### src/hw/rtl/sstf_pkg.sv
`timescale 1ns / 1ps

package sstf_pkg;

    localparam int ID_W   = 16;
    localparam int TIME_W = 32;
    localparam int CYL_W  = 16;
    localparam int ADDR_W = 32;
    localparam int PID_W  = 16;
    localparam int CNT_W  = 5;

    // op codes of an input item
    typedef enum logic {
        OP_ARRIVE   = 1'b0,
        OP_COMPLETE = 1'b1
    } op_t;

    typedef struct packed {
        op_t               op;
        logic [ID_W-1:0]   new_request_id;
        logic [TIME_W-1:0] new_arrival_time;
        logic [CYL_W-1:0]  new_cylinder;
        logic [ADDR_W-1:0] new_address;
        logic [PID_W-1:0]  new_process_id;
        logic [CYL_W-1:0]  head_cylinder;
    } in_item_t;

    typedef struct packed {
        logic [ID_W-1:0]   run_request_id;
        logic [TIME_W-1:0] run_arrival_time;
        logic [CYL_W-1:0]  run_cylinder;
        logic [ADDR_W-1:0] run_address;
        logic [PID_W-1:0]  run_process_id;
        logic [CNT_W-1:0]  waiting_count;
        logic              dropped;
    } out_item_t;

    // one request, as held in the queue and in the running slot
    typedef struct packed {
        logic [ID_W-1:0]   id;
        logic [TIME_W-1:0] arrival;
        logic [CYL_W-1:0]  cylinder;
        logic [ADDR_W-1:0] address;
        logic [PID_W-1:0]  process;
    } entry_t;

    localparam int ENTRY_W = $bits(entry_t);

    typedef struct packed {
        logic arrive;          // accept arrival item
        logic complete_empty;  // accept completion, queue empty
        logic scan_start;      // accept completion, queue not empty
        logic scan;            // scan step, one entry
        logic select;          // move best entry to running slot
        logic shift;           // compaction step, one entry
        logic publish;         // load output register
    } dp_cmd_t;

    typedef struct packed {
        op_t  op;
        logic fill_zero;
        logic scan_last;
        logic shift_done;
        logic out_free;
    } dp_status_t;

endpackage

### src/hw/rtl/sstf_ram.sv
`timescale 1ns / 1ps

module sstf_ram #(
    parameter int WIDTH = 8,
    parameter int DEPTH = 16,
    localparam int AW = (DEPTH > 1) ? $clog2(DEPTH) : 1
) (
    input  logic             clk,
    input  logic             we,
    input  logic [AW-1:0]    waddr,
    input  logic [WIDTH-1:0] wdata,
    input  logic [AW-1:0]    raddr,
    output logic [WIDTH-1:0] rdata
);

    logic [WIDTH-1:0] mem [DEPTH];

    always_ff @(posedge clk)
    begin
        if (we)
        begin
            mem[waddr] <= wdata;
        end
        rdata <= mem[raddr];
    end

endmodule

### src/hw/rtl/sstf_ctrl.sv
`timescale 1ns / 1ps

module sstf_ctrl
    import sstf_pkg::*;
(
    input  logic       clk,
    input  logic       rst_n,
    input  logic       in_valid,
    output logic       in_ready,
    input  dp_status_t status,
    output dp_cmd_t    cmd
);

    typedef enum logic [2:0] {
        ST_IDLE,
        ST_SCAN,
        ST_SELECT,
        ST_SHIFT,
        ST_RESULT
    } state_t;

    state_t state_reg;
    state_t state_next;

    assign in_ready = (state_reg == ST_IDLE);

    always_comb
    begin
        cmd        = '0;
        state_next = state_reg;
        unique case (state_reg)
            ST_IDLE:
            begin
                if (in_valid)
                begin
                    if (status.op == OP_ARRIVE)
                    begin
                        cmd.arrive = 1'b1;
                        state_next = ST_RESULT;
                    end
                    else if (status.fill_zero)
                    begin
                        cmd.complete_empty = 1'b1;
                        state_next         = ST_RESULT;
                    end
                    else
                    begin
                        cmd.scan_start = 1'b1;
                        state_next     = ST_SCAN;
                    end
                end
            end
            ST_SCAN:
            begin
                cmd.scan = 1'b1;
                if (status.scan_last)
                begin
                    state_next = ST_SELECT;
                end
            end
            ST_SELECT:
            begin
                cmd.select = 1'b1;
                state_next = ST_SHIFT;
            end
            ST_SHIFT:
            begin
                cmd.shift = 1'b1;
                if (status.shift_done)
                begin
                    state_next = ST_RESULT;
                end
            end
            ST_RESULT:
            begin
                if (status.out_free)
                begin
                    cmd.publish = 1'b1;
                    state_next  = ST_IDLE;
                end
            end
            default:
            begin
                state_next = ST_IDLE;
            end
        endcase
    end

    always_ff @(posedge clk or negedge rst_n)
    begin
        if (!rst_n)
        begin
            state_reg <= ST_IDLE;
        end
        else
        begin
            state_reg <= state_next;
        end
    end

endmodule

### src/hw/rtl/sstf_datapath.sv
`timescale 1ns / 1ps

module sstf_datapath
    import sstf_pkg::*;
#(
    parameter int QUEUE_DEPTH = 16
) (
    input  logic       clk,
    input  logic       rst_n,
    input  in_item_t   in_data,
    input  dp_cmd_t    cmd,
    output dp_status_t status,
    output logic       out_valid,
    input  logic       out_ready,
    output out_item_t  out_data
);

    localparam int FILL_W = $clog2(QUEUE_DEPTH + 1);
    localparam int IDX_W  = (QUEUE_DEPTH > 1) ? $clog2(QUEUE_DEPTH) : 1;

    // running request
    entry_t              run_reg;
    logic [FILL_W-1:0]   fill_reg;
    logic                drop_reg;
    logic [CYL_W-1:0]    head_reg;

    // scan / compaction pipeline
    logic [FILL_W-1:0]   rd_cnt_reg;
    logic [FILL_W-1:0]   wr_cnt_reg;
    logic                pipe_valid_reg;
    logic [FILL_W-1:0]   pipe_idx_reg;
    logic [FILL_W-1:0]   best_idx_reg;
    logic [CYL_W-1:0]    best_dist_reg;
    entry_t              best_entry_reg;

    out_item_t           out_reg;
    logic                out_valid_reg;

    entry_t              rd_entry;
    entry_t              new_entry;
    logic [ENTRY_W-1:0]  ram_rdata;
    logic [ENTRY_W-1:0]  ram_wdata;
    logic [IDX_W-1:0]    ram_waddr;
    logic                ram_we;
    logic                queue_write;
    logic                rd_more;
    logic [CYL_W-1:0]    seek_dist;
    logic                take;
    logic [FILL_W+4:0]   fill_ext;

    assign rd_entry  = entry_t'(ram_rdata);
    assign new_entry = '{id:       in_data.new_request_id,
                         arrival:  in_data.new_arrival_time,
                         cylinder: in_data.new_cylinder,
                         address:  in_data.new_address,
                         process:  in_data.new_process_id};

    assign queue_write = cmd.arrive && (run_reg.process != '0)
                         && (fill_reg < FILL_W'(QUEUE_DEPTH));
    assign ram_we      = queue_write || (cmd.shift && pipe_valid_reg);
    assign ram_waddr   = queue_write ? fill_reg[IDX_W-1:0] : wr_cnt_reg[IDX_W-1:0];
    assign ram_wdata   = queue_write ? ENTRY_W'(new_entry) : ram_rdata;

    sstf_ram #(
        .WIDTH (ENTRY_W),
        .DEPTH (QUEUE_DEPTH)
    ) u_queue (
        .clk   (clk),
        .we    (ram_we),
        .waddr (ram_waddr),
        .wdata (ram_wdata),
        .raddr (rd_cnt_reg[IDX_W-1:0]),
        .rdata (ram_rdata)
    );

    assign rd_more   = (rd_cnt_reg < fill_reg);
    assign seek_dist = (head_reg > rd_entry.cylinder) ? (head_reg - rd_entry.cylinder)
                                                      : (rd_entry.cylinder - head_reg);
    // first entry always taken; ties go to earlier arrival, then lower slot
    assign take    = (pipe_idx_reg == '0) || (seek_dist < best_dist_reg)
                     || ((seek_dist == best_dist_reg)
                         && (rd_entry.arrival < best_entry_reg.arrival));

    assign status.op         = in_data.op;
    assign status.fill_zero  = (fill_reg == '0);
    assign status.scan_last  = pipe_valid_reg
                               && (FILL_W'(pipe_idx_reg + FILL_W'(1)) == fill_reg);
    assign status.shift_done = !rd_more && !pipe_valid_reg;
    assign status.out_free   = !out_valid_reg || out_ready;

    assign fill_ext  = (FILL_W + 5)'(fill_reg);
    assign out_valid = out_valid_reg;
    assign out_data  = out_reg;

    always_ff @(posedge clk or negedge rst_n)
    begin
        if (!rst_n)
        begin
            run_reg       <= '0;
            fill_reg      <= '0;
            out_valid_reg <= 1'b0;
        end
        else
        begin
            if (cmd.arrive)
            begin
                if (run_reg.process == '0)
                begin
                    run_reg <= new_entry;
                end
                else if (queue_write)
                begin
                    fill_reg <= FILL_W'(fill_reg + FILL_W'(1));
                end
            end
            if (cmd.complete_empty)
            begin
                run_reg <= '0;
            end
            if (cmd.select)
            begin
                run_reg <= best_entry_reg;
            end
            if (cmd.shift && status.shift_done)
            begin
                fill_reg <= FILL_W'(fill_reg - FILL_W'(1));
            end
            if (cmd.publish)
            begin
                out_valid_reg <= 1'b1;
            end
            else if (out_ready)
            begin
                out_valid_reg <= 1'b0;
            end
        end
    end

    always_ff @(posedge clk)
    begin
        if (cmd.arrive)
        begin
            drop_reg <= (run_reg.process != '0) && !queue_write;
        end
        if (cmd.complete_empty || cmd.scan_start)
        begin
            drop_reg <= 1'b0;
        end
        if (cmd.scan_start)
        begin
            head_reg       <= in_data.head_cylinder;
            rd_cnt_reg     <= '0;
            pipe_valid_reg <= 1'b0;
        end
        if (cmd.scan || cmd.shift)
        begin
            if (rd_more)
            begin
                rd_cnt_reg <= FILL_W'(rd_cnt_reg + FILL_W'(1));
            end
            pipe_valid_reg <= rd_more;
            pipe_idx_reg   <= rd_cnt_reg;
        end
        if (cmd.scan && pipe_valid_reg && take)
        begin
            best_idx_reg   <= pipe_idx_reg;
            best_dist_reg  <= seek_dist;
            best_entry_reg <= rd_entry;
        end
        if (cmd.select)
        begin
            rd_cnt_reg     <= FILL_W'(best_idx_reg + FILL_W'(1));
            wr_cnt_reg     <= best_idx_reg;
            pipe_valid_reg <= 1'b0;
        end
        if (cmd.shift && pipe_valid_reg)
        begin
            wr_cnt_reg <= FILL_W'(wr_cnt_reg + FILL_W'(1));
        end
        if (cmd.publish)
        begin
            out_reg.run_request_id   <= run_reg.id;
            out_reg.run_arrival_time <= run_reg.arrival;
            out_reg.run_cylinder     <= run_reg.cylinder;
            out_reg.run_address      <= run_reg.address;
            out_reg.run_process_id   <= run_reg.process;
            out_reg.waiting_count    <= fill_ext[CNT_W-1:0];
            out_reg.dropped          <= drop_reg;
        end
    end

`ifndef SYNTHESIS
    a_fill_bound: assert property (@(posedge clk) disable iff (!rst_n)
        fill_reg <= FILL_W'(QUEUE_DEPTH))
        else $error("queue fill above depth");

    a_fill_step: assert property (@(posedge clk) disable iff (!rst_n)
        (fill_reg != $past(fill_reg)) |->
            (fill_reg == FILL_W'($past(fill_reg) + FILL_W'(1))
             || fill_reg == FILL_W'($past(fill_reg) - FILL_W'(1))))
        else $error("queue fill moved by more than one");

    a_select_in_range: assert property (@(posedge clk) disable iff (!rst_n)
        cmd.select |-> (best_idx_reg < fill_reg))
        else $error("selected slot outside queue");

    a_shift_in_range: assert property (@(posedge clk) disable iff (!rst_n)
        (cmd.shift && pipe_valid_reg) |-> (FILL_W'(wr_cnt_reg + FILL_W'(1)) < fill_reg))
        else $error("compaction write past queue tail");
`endif

endmodule

### src/hw/rtl/sstf_disk_request_scheduler.sv
`timescale 1ns / 1ps

// Shortest-seek-time-first disk request scheduler.
// Input channel (in_valid/in_ready/in_data) carries one item: op 0 is a
// request arrival, op 1 reports that the running request completed and
// gives the head cylinder. Output channel (out_valid/out_ready/out_data)
// returns one item per input item: the running request after the step,
// the number of queued requests and a flag for an arrival dropped on a
// full queue.
// An arrival or a completion on an empty queue goes straight to the
// result state; out_valid rises once the output register is free. A
// completion with requests queued scans the queue (one entry per
// cycle, one read port, registered read), selects the nearest entry,
// compacts the entries behind it and then publishes the result.
// One item is in work at a time; in_ready is high only while idle, so the
// next item can be taken the cycle after its predecessor's result is loaded.
// Reset clears the running slot (idle) and empties the queue; the queue
// RAM itself is not cleared, only slots below the fill count are read.
// A stalled receiver holds the result in the output register; the next
// item is still accepted, and its result waits until the register frees.
module sstf_disk_request_scheduler
    import sstf_pkg::*;
#(
    parameter int QUEUE_DEPTH = 16
) (
    input  logic      clk,
    input  logic      rst_n,
    input  logic      in_valid,
    output logic      in_ready,
    input  in_item_t  in_data,
    output logic      out_valid,
    input  logic      out_ready,
    output out_item_t out_data
);

    dp_cmd_t    cmd;
    dp_status_t status;

    // sequencer: accept, scan, select, compact, publish
    sstf_ctrl u_ctrl (
        .clk      (clk),
        .rst_n    (rst_n),
        .in_valid (in_valid),
        .in_ready (in_ready),
        .status   (status),
        .cmd      (cmd)
    );

    // running slot, queue RAM, nearest-cylinder compare, output register
    sstf_datapath #(
        .QUEUE_DEPTH (QUEUE_DEPTH)
    ) u_datapath (
        .clk       (clk),
        .rst_n     (rst_n),
        .in_data   (in_data),
        .cmd       (cmd),
        .status    (status),
        .out_valid (out_valid),
        .out_ready (out_ready),
        .out_data  (out_data)
    );

endmodule

### config.mk
export PLATFORM = sky130hd
export DESIGN_NAME = sstf_disk_request_scheduler
export DESIGN_NICKNAME = d
export VERILOG_FILES = /design/src/hw/rtl/sstf_pkg.sv /design/src/hw/rtl/sstf_ram.sv /design/src/hw/rtl/sstf_ctrl.sv /design/src/hw/rtl/sstf_datapath.sv /design/src/hw/rtl/sstf_disk_request_scheduler.sv
export SDC_FILE = /design/constraint.sdc
export NUM_CORES = 2
export LEC_CHECK = 0
export BUFFER_PORTS_ARGS = -buffer_cell sky130_fd_sc_hd__buf_2
export CAP_MARGIN = 10
export CORE_ASPECT_RATIO = 0.75
export CORE_MARGIN = 5
export CORE_UTILIZATION = 30
export CTS_CLUSTER_DIAMETER = 120
export DETAILED_ROUTE_END_ITERATION = 12
export GPL_TIMING_DRIVEN = 0
export HOLD_SLACK_MARGIN = 0.02
export PLACE_DENSITY = 0.5
export RECOVER_POWER = 50
export SLEW_MARGIN = 10
export SYNTH_ARGS = -nofsm -noshare
export SYNTH_HDL_FRONTEND = slang
export SYNTH_SLANG_ARGS = --single-unit
### constraint.sdc
create_clock -name clk -period 12.6 [get_ports clk]
set_input_delay 1.26 -clock clk [delete_from_list [all_inputs] [get_ports clk]]
set_output_delay 1.26 -clock clk [all_outputs]
set_load 0.02 [all_outputs]
==> metrics.txt <==
Post-synth top cells edfxtp_1, mux4_2, nand2_1; Rel. slew slack -1.82; gpl congestion ~0.79; DR top layer met5; Starting DRT DRC Count roughly 5000; Synth async-reset ratio 0.0524; crit path kind reg2reg; CP cell instances clkbuf_1 -> nor3_1 -> nand2_1 -> or3b_1 -> nor2_1 -> clkbuf_1 -> a31oi_1 -> nor2_4 -> buf_12 -> buf_12 -> buf_16 -> buf_16; post-synthesis instance total around 4300; overall routing resource usage 0.174; vias in the first global route 46000; count leader, synth edfxtp_1; DRT antenna net count 0; CP max-delay cell clkbuf_1; endpoint type of the worst setup path flip-flop; Biggest register u_datapath.u_queue.mem; clock skew 0.0925 ns; crit-path max FO 15; syn_nets 4538; Leak roughly 27 nW; Seq/Total Area, Yosys 0.766; final worst path period need between 7 and 8 ns; depth of the CTS H-tree 4; Final Cell Area approximately 100000 um^2; Die Y-Extent 479 um; # fillers between 20000 and 30000; first-pass GRT wire length 375 mm; mean post-synth cell area around 20 um^2; Skew-Pair Late Insertion Delay a little over 0.9 ns; Post-synth EDFFs between 2000 and 2500; Yosys reg bits about 2300; Final #Nets roughly 5200; PwrDens roughly 150 nW/um^2; Fin Setup TNS 0 ns; total chip power between 15 and 20 mW; multi-input combinational cell area around 19000 um^2; Achievable Freq 0.141 GHz; Clock Path Buffers 4; post-synth top area share 0.705; Core ar. approximately 290000 um^2; RSZ-0062 raised after global routing false; outcome finished with violations; TritonRoute pass-1 iters 6; failing checks max-capacitance violations, max-slew violations; die area between 300000 and 400000 um^2; # DRC 0; Main synth FF type edfxtp_1; final hold violation count 0; TritonCTS clock tree yes; CTS Buf Count roughly 230; slew of the pin with the lowest slew margin about 4.2 ns; root buffer cell clkbuf_16; routed metal-1 wirelength between 100 and 150 mm; Max Slew Vio Count roughly 340; final setup vio count 0; routed wire length ~270 mm; Synth area leader edfxtp_1; Yosys cell types 73; CP required approximately 13 ns; hold_ws around 0.42 ns; Clock transition at path regs ~0.07 ns; Row Count approximately 170; share of layout cells above drive strength 1 0.251; Peak VDD IR between 100 and 150 uV; Max-cap violations 21; placed cell areas about 98000 um^2; via count ~46000; Reg area around 68000 um^2; Die W between 600 and 700 um; initial antenna violation count 45; largest net degree at the start of global routing 67; Hold Buf Count CTS 0; synth warn 0; post-synthesis cell area between 80000 and 90000 um^2; WL met3 roughly 17 mm; Area growth syn-to-layout 18.8%; port buffer count 252; dominant cells by area after synthesis edfxtp_1, mux4_2, dfrtp_1; clk sinks ~2300; starting density of the core 0.301; WL/cell slightly below 30 um; total gr overflow 0; Worst Path Arrival 7.62 ns; I/O pin cnt 253; DP HPWL 182 mm; Met2 Routed Length between 100 and 150 mm; worst hold-check path type reg2reg; CTS-repair resized insts 0; Post-CTS Setup Inserts 0; Critical Path Start Type flip-flop; delay of the slowest cell on the worst path about 1.2 ns; drt via density 5.02; period utilization 0.562; Largest register FFs 1792
[stage by stage]
step	std cells	utilization	setup WS, ns
after CTS	9057	0.359	6.31
final	9078	0.358	5.51
after floorplan	4312	-	2.90
after global placement	8479	0.322	-5.53
after global routing	9062	0.358	5.21
after detailed placement	8626	0.334	6.32
[worst max-delay path, delay by kind of cell, from the launching register on]
kind / cells / cell delay, ns
simple gates: 5 / 3.40
buf+inv: 6 / 2.22
flops: 1 / 0.36
compound gates: 1 / 0.64
[where the power goes]
group	switching [mW]	leakage [nW]	internal [mW]	total [mW]
sequential	0	15.1	8.21	8.21
clock	2.97	3.69	3.96	6.93
combinational	0.0457	8.71	0.0236	0.0693
[routing by layer]
metal,up-vias,global-route usage
li1,18800,-
met3,362,0.0300
met1,24700,0.250
met5,-,0
met4,20,0.0402
met2,1679,0.276
[layout by cell type, fill, tap and decap left out, types with 12 or more instances in the layout]
| cell | n |
|---|---|
| a31oi_1 | 15 |
| mux4_2 | 560 |
| clkbuf_1 | 309 |
| o21ai_0 | 34 |
| bufinv_16 | 19 |
| buf_2 | 209 |
| buf_12 | 89 |
| dfrtp_1 | 121 |
| nand4_1 | 12 |
| clkbuf_16 | 233 |
| clkbuf_2 | 15 |
| a21o_1 | 23 |
| xor2_1 | 15 |
| nor2_1 | 147 |
| ha_1 | 90 |
| clkbuf_8 | 28 |
| clkinv_2 | 34 |
| diode_2 | 21 |
| edfxtp_1 | 2068 |
| dfxtp_1 | 119 |
| buf_16 | 41 |
| a21oi_1 | 169 |
| inv_1 | 101 |
| clkinv_1 | 30 |
| nand2_1 | 330 |
| nand3_1 | 21 |
| xnor2_1 | 12 |
| a22oi_1 | 114 |
[cells by family after synthesis]
kind of cell / after synthesis / share of synthesized area
buffers and inverters: 321 / 0.0159
DFF: 2308 / 0.766
adders and majority gates: 93 / 0.0135
muxes: 571 / 0.144
AOI/OAI and AO/OA: 408 / 0.0293
xor gates and xnor gates: 27 / 0.00268
and+or+nand+nor: 584 / 0.0279
[layout make-up]
| class | instances | share of cell area |
|---|---|---|
| multi-input cells | 1683 | 0.184 |
| well taps | 3915 | 0.0468 |
| inverters | 102 | 0.00366 |
| plain buffers | 219 | 0.00933 |
| repair buffers | 399 | 0.0391 |
| diodes | 21 | 0.000502 |
| clock buffers | 319 | 0.0614 |
| clock inverters | 112 | 0.0107 |
| flip-flops and latches | 2308 | 0.645 |
[worst paths after layout]
kind	startpoint	cells past startpoint	slack, ns	endpoint
worst max-delay path	u_ctrl.state_reg[1]	12	5.51	u_datapath.u_queue.mem[2][73]
worst min-delay path	u_datapath.fill_reg[0]	0	0.42	u_datapath.out_data[1]
worst max register to register	u_ctrl.state_reg[1]	12	5.51	u_datapath.u_queue.mem[2][73]
worst min register to register	u_datapath.fill_reg[0]	0	0.42	u_datapath.out_data[1]
max in group asynchronous	rst_n	1	8.30	u_datapath.run_reg[22]
min in group asynchronous	rst_n	1	1.82	u_datapath.run_reg[81]
(Power assumes the default switching activity.)
